File: src/design/pgl_pkg.sv
// Shared types and constants of the proportional glyph layout block.
// No dependencies; used by every module of the block.
`timescale 1ns / 1ps

package pgl_pkg;

  localparam int GLYPH_COUNT      = 95;
  localparam int GLYPH_WIDTH_BITS = 8;

  localparam int IDX_W   = (GLYPH_COUNT > 1) ? $clog2(GLYPH_COUNT) : 1;
  localparam int SRC_X_W = 15;
  localparam int PROD_W  = GLYPH_WIDTH_BITS + 8;
  localparam int CNT_W   = $clog2(PROD_W);

  localparam logic [7:0] FIRST_CODE  = 8'd32;
  localparam logic [7:0] END_CODE    = 8'd127;
  localparam logic [8:0] GLYPH_LIMIT = 9'(GLYPH_COUNT);

  localparam logic [1:0] OP_LOAD  = 2'd0;
  localparam logic [1:0] OP_START = 2'd1;
  localparam logic [1:0] OP_CHAR  = 2'd2;

  localparam logic [1:0] CFG_STRIP_HEIGHT = 2'd0;
  localparam logic [1:0] CFG_FONT_SIZE    = 2'd1;
  localparam logic [1:0] CFG_DRAW_COLOR   = 2'd2;

  localparam logic [7:0]  RST_STRIP_HEIGHT = 8'd8;
  localparam logic [7:0]  RST_FONT_SIZE    = 8'd8;
  localparam logic [31:0] RST_DRAW_COLOR   = 32'h00FF_FFFF;

  typedef struct packed {
    logic [1:0]         opcode;
    logic [7:0]         char_code;
    logic [7:0]         glyph_width;
    logic signed [15:0] start_x;
    logic signed [15:0] start_y;
  } cmd_t;

  typedef struct packed {
    logic [14:0]        src_x;
    logic [7:0]         src_width;
    logic [7:0]         src_height;
    logic signed [15:0] dest_x;
    logic signed [15:0] dest_y;
    logic [15:0]        dest_width;
    logic [7:0]         dest_height;
    logic [31:0]        color;
  } rect_t;

  typedef struct packed {
    logic                        start;
    logic [GLYPH_WIDTH_BITS-1:0] w;
    logic [7:0]                  font_size;
    logic [7:0]                  strip_height;
  } scl_req_t;

  typedef struct packed {
    logic        done;
    logic [15:0] quot;
  } scl_sts_t;

  typedef enum logic [1:0] {
    ST_IDLE,
    ST_SUM,
    ST_SCALE,
    ST_DONE
  } lay_state_t;

  typedef enum logic [1:0] {
    SC_IDLE,
    SC_MUL,
    SC_DIV
  } scl_state_t;

endpackage

File: src/design/pgl_width_ram.sv
// Glyph width table: one write port, one registered read port.
// Depends on pgl_pkg for depth and entry width.
`timescale 1ns / 1ps

module pgl_width_ram (
  input  logic                                 clk,
  input  logic                                 we,
  input  logic [pgl_pkg::IDX_W-1:0]            waddr,
  input  logic [pgl_pkg::GLYPH_WIDTH_BITS-1:0] wdata,
  input  logic                                 re,
  input  logic [pgl_pkg::IDX_W-1:0]            raddr,
  output logic [pgl_pkg::GLYPH_WIDTH_BITS-1:0] rdata
);

  logic [pgl_pkg::GLYPH_WIDTH_BITS-1:0] mem [pgl_pkg::GLYPH_COUNT];

  always_ff @(posedge clk) begin
    if (we) begin
      mem[waddr] <= wdata;
    end
  end

  always_ff @(posedge clk) begin
    if (re) begin
      rdata <= mem[raddr];
    end
  end

endmodule

File: src/design/pgl_scale.sv
// Bit-serial width scaler: shift-add multiply of width by font size, then
// restoring division by strip height, one bit per cycle. Depends on pgl_pkg.
`timescale 1ns / 1ps

module pgl_scale (
  input  logic              clk,
  input  logic              rst,
  input  pgl_pkg::scl_req_t req,
  output pgl_pkg::scl_sts_t sts
);

  pgl_pkg::scl_state_t state, state_next;

  logic [pgl_pkg::CNT_W-1:0]            cnt;
  logic [pgl_pkg::GLYPH_WIDTH_BITS-1:0] mplier;
  logic [pgl_pkg::PROD_W-1:0]           mcand;
  logic [pgl_pkg::PROD_W-1:0]           acc;
  logic [7:0]                           divisor;
  logic [7:0]                           rem;
  logic                                 done;

  logic [8:0] trial;
  logic [8:0] diff;
  logic       fits;

  // next partial remainder: bring down the top dividend bit
  assign trial = {rem, acc[pgl_pkg::PROD_W-1]};
  assign diff  = trial - {1'b0, divisor};
  assign fits  = (trial >= {1'b0, divisor});

  always_ff @(posedge clk) begin
    if (rst) begin
      state <= pgl_pkg::SC_IDLE;
    end else begin
      state <= state_next;
    end
  end

  always_comb begin
    state_next = state;
    case (state)
      pgl_pkg::SC_IDLE: begin
        if (req.start) begin
          state_next = pgl_pkg::SC_MUL;
        end
      end
      pgl_pkg::SC_MUL: begin
        if (cnt == '0) begin
          state_next = pgl_pkg::SC_DIV;
        end
      end
      pgl_pkg::SC_DIV: begin
        if (cnt == '0) begin
          state_next = pgl_pkg::SC_IDLE;
        end
      end
      default: state_next = pgl_pkg::SC_IDLE;
    endcase
  end

  always_ff @(posedge clk) begin
    if (rst) begin
      done <= 1'b0;
    end else begin
      done <= (state == pgl_pkg::SC_DIV) && (cnt == '0);
    end
  end

  always_ff @(posedge clk) begin
    case (state)
      pgl_pkg::SC_IDLE: begin
        if (req.start) begin
          mplier  <= req.w;
          mcand   <= pgl_pkg::PROD_W'(req.font_size);
          acc     <= '0;
          rem     <= '0;
          divisor <= req.strip_height;
          cnt     <= pgl_pkg::CNT_W'(pgl_pkg::GLYPH_WIDTH_BITS - 1);
        end
      end
      pgl_pkg::SC_MUL: begin
        if (mplier[0]) begin
          acc <= acc + mcand;
        end
        mplier <= mplier >> 1;
        mcand  <= mcand << 1;
        if (cnt == '0) begin
          cnt <= pgl_pkg::CNT_W'(pgl_pkg::PROD_W - 1);
        end else begin
          cnt <= cnt - 1'b1;
        end
      end
      pgl_pkg::SC_DIV: begin
        // quotient bits shift in where the dividend shifts out
        acc <= {acc[pgl_pkg::PROD_W-2:0], fits};
        rem <= fits ? diff[7:0] : trial[7:0];
        cnt <= cnt - 1'b1;
      end
      default: ;
    endcase
  end

  assign sts.done = done;
  assign sts.quot = (divisor == '0) ? 16'd0 : 16'(acc);

endmodule

File: src/design/proportional_glyph_layout.sv
// Proportional glyph layout. Load and start items are handled in idle, as is
// a character item that draws nothing. A drawn character holds off the next
// item until it is done, and longer while the previous rectangle is still
// held in the output register: the source column is summed by walking the
// width table one entry per cycle through its single read port, then the
// screen width is formed by an 8-step shift-add multiply and a 16-step
// restoring division in the scaler. One item is in work at a time; a finished
// rectangle waits in the output register while the next item is taken.
// Configuration must be written through cfg_we/cfg_index/cfg_wdata only while
// the block is idle; the block itself does not enforce this.
`timescale 1ns / 1ps

module proportional_glyph_layout (
  input  logic           clk,
  input  logic           rst,
  input  logic           cmd_valid,
  output logic           cmd_ready,
  input  pgl_pkg::cmd_t  cmd,
  output logic           rect_valid,
  input  logic           rect_ready,
  output pgl_pkg::rect_t rect,
  input  logic           cfg_we,
  input  logic [1:0]     cfg_index,
  input  logic [31:0]    cfg_wdata
);

  pgl_pkg::lay_state_t state, state_next;

  logic [7:0]  strip_height;
  logic [7:0]  font_size;
  logic [31:0] draw_color;

  logic [15:0] pen_x;
  logic [15:0] pen_y;

  logic [pgl_pkg::IDX_W-1:0]            gidx;
  logic [pgl_pkg::IDX_W-1:0]            cnt;
  logic [pgl_pkg::SRC_X_W-1:0]          sum;
  logic [pgl_pkg::GLYPH_WIDTH_BITS-1:0] w;
  logic                                 issued_all;
  logic                                 pend;
  logic                                 pend_last;

  logic                                 cmd_acc;
  logic [7:0]                           code_off;
  logic                                 glyph_ok;
  logic                                 load_we;
  logic                                 rd_en;
  logic [pgl_pkg::GLYPH_WIDTH_BITS-1:0] rd_data;
  logic                                 rect_load;

  pgl_pkg::scl_req_t scl_req;
  pgl_pkg::scl_sts_t scl_sts;

  assign cmd_acc  = cmd_valid && cmd_ready;
  assign code_off = cmd.char_code - pgl_pkg::FIRST_CODE;
  assign glyph_ok = (cmd.char_code >= pgl_pkg::FIRST_CODE) &&
                    (cmd.char_code < pgl_pkg::END_CODE) &&
                    ({1'b0, code_off} < pgl_pkg::GLYPH_LIMIT);
  assign load_we  = cmd_acc && (cmd.opcode == pgl_pkg::OP_LOAD) &&
                    ({1'b0, cmd.char_code} < pgl_pkg::GLYPH_LIMIT);
  assign rd_en    = (state == pgl_pkg::ST_SUM) && !issued_all;

  pgl_width_ram u_ram (
    .clk   (clk),
    .we    (load_we),
    .waddr (cmd.char_code[pgl_pkg::IDX_W-1:0]),
    .wdata (pgl_pkg::GLYPH_WIDTH_BITS'(cmd.glyph_width)),
    .re    (rd_en),
    .raddr (cnt),
    .rdata (rd_data)
  );

  // the read of the glyph itself comes back last and starts the scaler
  assign scl_req.start        = (state == pgl_pkg::ST_SUM) && pend && pend_last;
  assign scl_req.w            = rd_data;
  assign scl_req.font_size    = font_size;
  assign scl_req.strip_height = strip_height;

  pgl_scale u_scale (
    .clk (clk),
    .rst (rst),
    .req (scl_req),
    .sts (scl_sts)
  );

  always_ff @(posedge clk) begin
    if (rst) begin
      state <= pgl_pkg::ST_IDLE;
    end else begin
      state <= state_next;
    end
  end

  always_comb begin
    state_next = state;
    cmd_ready  = 1'b0;
    rect_load  = 1'b0;
    case (state)
      pgl_pkg::ST_IDLE: begin
        cmd_ready = 1'b1;
        if (cmd_valid && (cmd.opcode == pgl_pkg::OP_CHAR) && glyph_ok) begin
          state_next = pgl_pkg::ST_SUM;
        end
      end
      pgl_pkg::ST_SUM: begin
        if (pend && pend_last) begin
          state_next = pgl_pkg::ST_SCALE;
        end
      end
      pgl_pkg::ST_SCALE: begin
        if (scl_sts.done) begin
          state_next = pgl_pkg::ST_DONE;
        end
      end
      pgl_pkg::ST_DONE: begin
        if (!rect_valid || rect_ready) begin
          rect_load  = 1'b1;
          state_next = pgl_pkg::ST_IDLE;
        end
      end
      default: state_next = pgl_pkg::ST_IDLE;
    endcase
  end

  // configuration registers
  always_ff @(posedge clk) begin
    if (rst) begin
      strip_height <= pgl_pkg::RST_STRIP_HEIGHT;
      font_size    <= pgl_pkg::RST_FONT_SIZE;
      draw_color   <= pgl_pkg::RST_DRAW_COLOR;
    end else if (cfg_we) begin
      case (cfg_index)
        pgl_pkg::CFG_STRIP_HEIGHT: strip_height <= cfg_wdata[7:0];
        pgl_pkg::CFG_FONT_SIZE:    font_size    <= cfg_wdata[7:0];
        pgl_pkg::CFG_DRAW_COLOR:   draw_color   <= cfg_wdata;
        default: ;
      endcase
    end
  end

  // pen position
  always_ff @(posedge clk) begin
    if (rst) begin
      pen_x <= '0;
      pen_y <= '0;
    end else if (cmd_acc && (cmd.opcode == pgl_pkg::OP_START)) begin
      pen_x <= cmd.start_x;
      pen_y <= cmd.start_y;
    end else if (rect_load) begin
      pen_x <= pen_x + scl_sts.quot;
    end
  end

  // prefix-sum walk: one table read issued per cycle, data back in the next cycle
  always_ff @(posedge clk) begin
    if (rst) begin
      issued_all <= 1'b1;
      pend       <= 1'b0;
      pend_last  <= 1'b0;
    end else if (state == pgl_pkg::ST_IDLE) begin
      if (cmd_acc) begin
        gidx       <= code_off[pgl_pkg::IDX_W-1:0];
        cnt        <= '0;
        sum        <= '0;
        issued_all <= 1'b0;
        pend       <= 1'b0;
      end
    end else if (state == pgl_pkg::ST_SUM) begin
      if (!issued_all) begin
        pend      <= 1'b1;
        pend_last <= (cnt == gidx);
        if (cnt == gidx) begin
          issued_all <= 1'b1;
        end
        cnt <= cnt + 1'b1;
      end else begin
        pend <= 1'b0;
      end
      if (pend) begin
        if (pend_last) begin
          w <= rd_data;
        end else begin
          sum <= sum + pgl_pkg::SRC_X_W'(rd_data);
        end
      end
    end
  end

  // output register
  always_ff @(posedge clk) begin
    if (rst) begin
      rect_valid <= 1'b0;
    end else if (rect_load) begin
      rect_valid <= 1'b1;
    end else if (rect_ready) begin
      rect_valid <= 1'b0;
    end
  end

  always_ff @(posedge clk) begin
    if (rect_load) begin
      rect.src_x       <= sum;
      rect.src_width   <= 8'(w);
      rect.src_height  <= strip_height;
      rect.dest_x      <= pen_x;
      rect.dest_y      <= pen_y;
      rect.dest_width  <= scl_sts.quot;
      rect.dest_height <= font_size;
      rect.color       <= draw_color;
    end
  end

endmodule

File: config.mk
export PLATFORM = sky130hd
export DESIGN_NAME = proportional_glyph_layout
export DESIGN_NICKNAME = d
export VERILOG_FILES = /design/src/design/pgl_pkg.sv /design/src/design/pgl_width_ram.sv /design/src/design/pgl_scale.sv /design/src/design/proportional_glyph_layout.sv
export SDC_FILE = /design/constraint.sdc
export NUM_CORES = 1
export LEC_CHECK = 0
export BUFFER_PORTS_ARGS = -buffer_cell sky130_fd_sc_hd__clkbuf_2
export CAP_MARGIN = 20
export CORE_MARGIN = 2
export CORE_UTILIZATION = 60
export DETAILED_ROUTE_END_ITERATION = 7
export GPL_TIMING_DRIVEN = 0
export HOLD_SLACK_MARGIN = 0.02
export PLACE_DENSITY_LB_ADDON = 0.3
export RECOVER_POWER = 100
export SYNTH_ARGS = -nofsm -noshare
export SYNTH_HDL_FRONTEND = slang
export SYNTH_SLANG_ARGS = --single-unit
File: constraint.sdc
create_clock -name clk -period 10.4 [get_ports clk]
set_input_delay 2.08 -clock clk [delete_from_list [all_inputs] [get_ports clk]]
set_output_delay 2.08 -clock clk [all_outputs]
set_load 0.05 [all_outputs]
==> results of run 1 <==
-- cells by family after synthesis --
| logic type | after synthesis | share of synthesized area (%) |
|---|---|---|
| multiplexers | 300 | 12.9 |
| flip-flops | 1073 | 72.4 |
| adder cells (fa/ha/maj) | 64 | 1.92 |
| AO/OA/AOI/OAI | 268 | 3.94 |
| AND/OR/NAND/NOR | 587 | 6.27 |
| XOR/XNOR | 39 | 0.789 |
| buffers and inverters | 161 | 1.75 |
-- layout make-up --
class / instances / area [µm²] / area share [%]
antenna: 4 / 10.0 / 0.0206
buffer: 118 / 588 / 1.21
clock buffer: 125 / 2680 / 5.50
clock inverter: 64 / 647 / 1.33
inverter: 43 / 161 / 0.331
multi-input combinational: 1258 / 11200 / 22.9
sequential: 1073 / 31300 / 64.3
tap: 950 / 1190 / 2.44
timing repair buffer: 220 / 921 / 1.89
-- through the flow --
step	hold slack, ns	utilization [%]	worst slack (ns)	cells	total power [W]
floorplan	0.400	-	3.64	2492	0.00561
CTS	0.431	68.7	6.01	3850	0.00968
finish	0.430	68.1	4.13	3855	0.00968
global placement	0.410	63.7	1.73	3651	0.00601
detailed placement	0.416	64.0	5.35	3661	0.00605
global route	0.442	68.1	3.66	3852	0.00991
-- layer usage --
layer	vias to the layer above	track usage, %	wire [µm]
li1	10400	-	-
met2	1455	49.0	53500
met4	6	12.7	5180
met3	320	5.94	10100
met1	12400	37.5	39500
met5	-	0	35
-- worst max-delay path, cell delays in order --
cell and delay (ns):
clkbuf_2 0.08, nor2b_1 0.09, nand2b_1 0.21, clkbuf_1 0.19, inv_1 0.23, clkbuf_1 0.88, clkbuf_1 0.97, clkbuf_1 1.73
-- final timing paths --
path / end / from / cells past startpoint / slack [ns]
max: rect[27] / rect_ready / 8 / 4.13
min: rect[5] / draw_color[5] / 0 / 0.43
max reg2reg: rect[27] / state[1] / 7 / 5.16
min reg2reg: rect[5] / draw_color[5] / 0 / 0.43
-- flip-flops by register name (all words and copies together), names as in the netlist, 15 cells and up --
signal	count
sum	15
u_ram.mem	760
u_scale.mcand	16
pen_y	16
u_scale.acc	16
draw_color	32
pen_x	16
rect	119
-- cells in the final DEF (no fill, tap or decap), drive strengths merged, types with 6 or more instances in the layout --
cell type,netlist,layout
a2111oi,8,8
a211oi,19,19
a21o,16,16
a21oi,78,78
a22oi,9,9
a311oi,7,7
a31oi,9,9
and2,31,31
and3,7,7
buf,54,41
bufinv,0,10
clkbuf,64,422
clkinv,0,46
dfxtp,89,89
edfxtp,984,984
ha,60,60
inv,43,48
mux2,15,15
mux2i,83,83
mux4,202,202
nand2,196,196
nand2b,12,12
nand3,27,27
nand3b,29,29
nand4,6,6
nor2,187,187
nor2b,42,42
nor3,21,21
nor4,7,7
o21a,10,10
o21ai,57,57
o22ai,21,21
or3,10,10
xnor2,18,18
xor2,21,21
-- power by group --
part | internal (W) | leakage (nW) | switching (W)
combinational | 0.000450 | 4.78 | 0.000723
sequential | 0.00478 | 9.59 | 0.0000370
clock | 0.00209 | 1.61 | 0.00160
total | 0.00732 | 16.0 | 0.00236
==> results by stage, run 1 <==
Final layout:
- The area growth from synthesis to layout is 12.5%.
- The layout has roughly 4700 filler cells.
- The number of nets at the end of the flow is between 2000 and 3000.
- The layout cell share with drive strength beyond 1 is between 10% and 20%.
- The total non-filler cell area in the finished layout is between 40000 and 50000 µm².

Drt:
- The detailed-routing iteration count for the pre-antenna-repair pass is 7.
- The detail route stage leaves a number of antenna-violating nets equal to 0.
- The number of remaining DRC errors is 0.
- The detail-routed net length per standard cell is ~28 µm.
- The vias after detailed routing is 24700.
- The detailed-route wire length is around 110000 µm.
- Using the TritonRoute via totals, the vias-per-cell ratio works out to between 6 and 7.
- After the first detailed-routing iteration, the DRC count stood at around 3300.

Worst setup path:
- The kind of end point of the critical path is a register.
- Along the worst path, the maximum fanout reaches 43.
- STA classifies the critical path startpoint as a primary input.
- The startpoint-to-endpoint class of the critical path is in2reg.
- Data on the critical path is required at its endpoint by 10.65 ns.
- The arrival time of the worst setup path is between 6 and 7 ns.

STA:
- Setup repair after global routing left no endpoint under its margin.
- The max-slew headroom at the worst pin is -177%.
- In the final timing run, aggregate negative setup slack is 0 ns.
- The total of endpoints with negative setup slack in the final report is 0.
- The number of endpoints with negative hold slack in the final report is 0.
- For this run, the top clock speed supported by timing is about 0.16 GHz.
- For the pin with the worst max-slew slack, the measured transition is approximately 4.2 ns.
- Dividing the final minimum period by the clock period gives between 60% and 70%.
- The clock arrives with between 0.02 and 0.025 ns of skew.
- The final max-slew violation count is 826.
- The smallest clock period supported by the final layout is computed as around 6.3 ns.

Floorplan:
- The boundary pin count is 210.
- From bottom edge to top edge, the die measures 273 µm.
- The region available for standard cell placement spans just over 70000 µm².
- The floorplan has between 90 and 100 rows.
- The area of the die is approximately 74000 µm².
- The die width is between 200 and 300 µm.
- The starting utilization of the core area is between 60% and 70%.

Logic synthesis:
- The synthesized design spends more area on one cell type than any other, namely edfxtp_1.
- After synthesis, the netlist uses 66 different library cells.
- The number of synthesized register bits is between 1000 and 1500.
- In the synthesized netlist the dominant register cell turns out to be edfxtp_1.
- During synthesis, Yosys emitted a total of 0 warnings.
- The portion of synthesized cell area occupied by the leading cell type is approximately 70%.
- Each instance of the synthesized netlist takes up on average approximately 17 µm².
- In this run, synthesis inferred 984 flip-flops with an integrated enable.
- Synthesis produced approximately 2500 cells.
- The async set or reset register ratio after synthesis is 0%.
- The synthesized netlist net count is approximately 2600.
- Sorting the synthesized cells by area gives the leading types as edfxtp_1, mux4_2, dfxtp_1, mux2i_1, ha_1.
- The sequential-to-total area share from yosys stat is between 70% and 80%.
- The post-synth design cell area is 43300 µm².
- Counting instances in the post-synthesis netlist gives the leading cell types as edfxtp_1, nand2_1, mux4_2.
- The cell with the most instances after synthesis is edfxtp_1.

GRT:
- For this run, the total global-route usage over all layers was measured as 29.2%.
- The largest net degree at the start of global routing is 96.
- The via count of the first global-routing pass is ~25000.
- The total congestion overflow after global routing is 0.
- The first global-routing pass estimated between 150000 and 200000 µm of wire.
- The number of antenna violations at the first check in global routing is 7.

Clock network:
- The clock network latency to the later pin of the worst-skew pair is slightly below 0.7 ns.
- The post-cts hold buffer count is 0.
- The H-tree depth reported by CTS is 3.
- The maximum count of clock buffers along a single path is 3.
- Clock-pin slew was measured on the worst setup and hold paths at ~0.060 ns.
- The sink count of the clock tree is about 1100.
- Gates resized during post-CTS repair numbered 0.
- Clock tree synthesis selected as its root buffer the cell clkbuf_16.
- Buffers added to address setup during post-CTS repair amount to 0.
- The clock tree from TritonCTS is yes.
- The clock buffer count from CTS is around 100.

Placed design:
- The detailed placer's ending HPWL is 72000 µm.
- The standard cell area after detailed placement is 45800 µm².
- The weighted congestion at the end of routability-driven global placement is about 0.93.
- Input and output buffers added on the ports amount to roughly 210.

Power and ir drop:
- Power spread over the standard cell area amounts to about 200 nW/µm².
- The worst-case vdd ir drop is between 200 and 300 µV.
- For this design the static power due to leakage is around 16 nW.

Worst hold path:
- The class of the tightest hold or removal check is reg2reg.

Run status:
- The run finished, with violations left.
- The checks that failed: max-capacitance violations, max-slew violations.

Flow run:
- Max-cap violations in this run came to 12.
Note: power is estimated with default switching activity, not from simulation.
==> run 2: changes to the inputs <==
--- a/config.mk
+++ b/config.mk
@@ -5,10 +5,11 @@
 export SDC_FILE = /design/constraint.sdc
 export NUM_CORES = 1
 export LEC_CHECK = 0
+export ABC_AREA = 1
 export BUFFER_PORTS_ARGS = -buffer_cell sky130_fd_sc_hd__clkbuf_2
 export CAP_MARGIN = 20
 export CORE_MARGIN = 2
-export CORE_UTILIZATION = 60
+export CORE_UTILIZATION = 56
 export DETAILED_ROUTE_END_ITERATION = 7
 export GPL_TIMING_DRIVEN = 0
 export HOLD_SLACK_MARGIN = 0.02
==> constraint.sdc (replaced) <==
create_clock -name clk -period 5.1 [get_ports clk]
set_input_delay 1.02 -clock clk [delete_from_list [all_inputs] [get_ports clk]]
set_output_delay 1.02 -clock clk [all_outputs]
set_load 0.05 [all_outputs]
==> results by stage, run 2 <==
Worst setup path:
- The critical path is of the reg2reg type.
- The critical path's largest stage delay is 0.78 ns (-0.95 ns).
- The critical path goes through clkbuf_1, clkbuf_1, clkbuf_1, o21ai_0, o211ai_1, nand3_1, nand2_1, a21oi_1, nor2_1.
- The arrival time of the worst setup path came to 4.60 ns (-1.92 ns).
- The cell type of the slowest stage on the worst timing path is clkbuf_1.
- The kind of end point of the critical path is a register.
- In this design, the critical path's most frequently occurring cell is clkbuf_1.
- The top fanout value on the critical path is 10 (-77%).
- The required time of the critical path is 5.55 ns (-5.10 ns).
- The element type at the critical path start is a register.
- The kind of cell with the highest combined delay along the critical path is buffers and inverters.
- The sum of buffers and inverters on the critical path was 3 (-3).

Logic synthesis:
- The count of flip-flops with a built-in enable after synthesis was 984 (unchanged).
- The unique cell type count in the Yosys netlist is 39 (-41%).
- The async set or reset register ratio after synthesis was 0% (unchanged).
- The number of synthesized register bits is 1073 (unchanged).
- In the synthesized netlist the dominant register cell turns out to be edfxtp_1.
- The number of standard cells after synthesis is 4305 (+73%).
- In the synthesized netlist, the cells that appear most often are nand2_1, edfxtp_1, nor2_1.
- The portion of synthesized cell area occupied by the leading cell type is 64.9% (-3.4 points).
- The synthesized area per cell is 10.6 µm² (-39%).
- In the post-synthesis netlist, the biggest area contributors are edfxtp_1, nand2_1, nor2_1, dfxtp_1, nand3_1.
- The cell type contributing the most total cell area after synthesis is edfxtp_1.
- The post-synth design cell area is 45500 µm² (+5.2%).
- The sequential-to-total area share from yosys stat is 68.8% (-3.6 points).
- nand2_1 is the most common cell in the netlist.
- The number of warnings reported in the yosys synthesis log is 0 (unchanged).
- The synthesized netlist net count is 4458 (+69%).

Drt:
- The via density per instance is 5.90 (-7.8%).
- The post-route antenna net violation count is 0 (unchanged).
- The detail-routed net length per standard cell is 25.7 µm (-8.6%).
- The iteration-0 DRC count of the detailed router is 4707 (+41%).
- The detailed-route wire length is 149000 µm (+37%).
- The vias after detailed routing is 34200 (+39%).
- The detailed-routing iteration count for the pre-antenna-repair pass is 7 (unchanged).
- The number of remaining DRC errors is 0 (unchanged).

Floorplan:
- The die width came to 289 µm (+6.1%).
- The boundary pin count is 210 (unchanged).
- The placement row count is 104 (+6.1%).
- The area of the core region is 80500 µm² (+13%).
- The starting utilization of the core area is 56.5% (-4.0 points).
- The die extent in y is 289 µm (+6.1%).
- The area of the die is 83600 µm² (+13%).

GRT:
- The total track usage came to 35.2% (+6.0 points).
- The total congestion overflow after global routing is 0 (unchanged).
- The first-pass GRT wire length is 210000 µm (+32%).
- The largest net degree at the start of global routing is 76 (-21%).
- The number of antenna violations at the first check in global routing is 6 (-1).
- The via count of the first global-routing pass was 32000 (+28%).

STA:
- The number of endpoints with negative hold slack in the final report came to 0 (unchanged).
- The worst-case setup margin in the final layout is 0.958 ns (-3.17 ns).
- Counting I/O delays and the setup requirement, the final critical path takes between 4 and 5 ns.
- The actual transition at the worst max-transition pin was 2.55 ns (-1.60 ns).
- The total of endpoints with negative setup slack in the final report was 0 (unchanged).
- The post-route setup TNS is 0 ns (unchanged).
- The maximum clock skew at final layout came to 0.0228 ns (+0.00105 ns).
- The highest achievable clock rate is between 0.2 and 0.25 GHz.
- Of the available clock period, the critical path in the final layout requires around 81%.
- Setup repair after global routing left no endpoint under its margin.
- The max-slew headroom at the worst pin is -70.0% (+110 points).
- The final max-slew violation count is 327 (-60%).

Clock network:
- The post-cts gate resize count is 0 (unchanged).
- The H-tree depth reported by CTS was 3 (unchanged).
- TritonCTS built the clock tree.
- The clock network latency to the later pin of the worst-skew pair is 0.69 ns (about the same).
- The clock buffer count from CTS is 106 (+2.9%).
- The sink count of the clock tree is 1073 (unchanged).
- The post-cts hold buffer count is 0 (unchanged).
- Clock tree synthesis selected as its root buffer the cell clkbuf_16.
- The maximum count of clock buffers along a single path came to 3 (unchanged).
- The clock edge transition at the registers on the reported setup and hold paths is 0.06 ns (about the same).
- The post-CTS setup buffer count is 0 (unchanged).

Final layout:
- Ranked by flip-flop count, first place goes to u_ram.mem.
- The area growth from synthesis to layout was 12.6% (about the same).
- The library cells used most frequently in the layout, excluding fill and tap cells, are nand2_1, edfxtp_1, nor2_1, inv_1, nand3_1.
- The flip-flop count of the largest register after layout is 760 (unchanged).
- The number of nets at the end of the flow is 4795 (+61%).
- Leaving out fill and tap cells, the most frequent cell in the layout is nand2_1.
- The largest registers in the layout are u_ram.mem (760), rect (119), draw_color (32).
- The layout cell share with drive strength beyond 1 was 6.90% (-8.6 points).

Run status:
- The final reports fail on max-capacitance violations, max-slew violations.
- The run finished, with violations left.

Flow run:
- The reported max-cap violation count is 9 (-3).

Power and ir drop:
- The worst-case vdd ir drop is 340 µV (+29%).
- The static leakage is 19.7 nW (+23%).
- The power density relative to cell area is 437 nW/µm² (+120%).

Worst hold path:
- The path class of the tightest hold or removal check is reg2reg.

Placed design:
- The weighted congestion at the end of routability-driven global placement was 1.03 (+10%).
- The total of buffers placed on input and output ports is 208 (-0.48%).
- The detailed placer's ending HPWL is 103000 µm (+43%).
- The pre-CTS worst setup slack is 0.995 ns (-4.36 ns).
-- run 2: cell count changes in the layout (fill, tap and decap cells not counted), sizes merged, moves of 42 or more --
cell	change
buf	+77
inv	+305
nand2	+872
nor2b	-42
a21oi	+45
o21ai	+269
nand3	+292
nor2	+473
mux2i	-83
mux4	-202
-- run 2: power breakdown --
group / switching, W / internal (W)
registers: 0.000115 / 0.00984
logic: 0.00387 / 0.00111
clock network: 0.00334 / 0.00416
total: 0.00733 / 0.0151
-- run 2: layer usage --
| metal | track usage, % | vias up | wire length [µm] |
|---|---|---|---|
| met5 | 0 | - | 5 |
| met4 | 22.6 | 2 | 11000 |
| met3 | 8.39 | 538 | 18400 |
| met2 | 54.3 | 2332 | 65700 |
| met1 | 45.2 | 16100 | 53500 |
| li1 | - | 15200 | - |
-- run 2: area by class of cell --
type,count,area (µm²)
flip-flops and latches,1073,31300
fillers,6362,29300
multi-input cells,2678,12000
clock buffers,144,2880
inverters,354,1330
well taps,1060,1330
repair buffers,229,1150
plain buffers,200,870
clock inverters,48,388
diodes,5,12.5
-- run 2: logic make-up after synthesis --
family / Yosys count / synth area share (%)
AO/OA/AOI/OAI: 503 / 5.79
XOR/XNOR: 23 / 0.442
adder cells (fa/ha/maj): 64 / 1.82
buffers and inverters: 554 / 4.85
flip-flops: 1073 / 68.8
AND/OR/NAND/NOR: 2088 / 18.3
-- run 2: through the flow --
stage	hold slack, ns	total power [W]	std cells	utilization [%]	area (µm²)
5_1_grt	0.425	0.0229	5787	63.7	51300
3_3_place_gp	0.401	0.0148	5573	59.5	47900
6_report	0.420	0.0224	5791	63.7	51300
2_1_floorplan	0.400	0.0127	4305	-	45500
3_5_place_dp	0.405	0.0149	5592	60.0	48300
4_1_cts	0.419	0.0222	5784	64.0	51600
-- run 2: worst paths after layout --
check        cells past startpoint  slack [ns]        endpoint   start
max                              9        0.96  u_ram.rdata[2]  cnt[0]
min                              0        0.42       rect[102]    w[6]
max reg2reg                      9        0.96  u_ram.rdata[2]  cnt[0]
min reg2reg                      0        0.42       rect[102]    w[6]
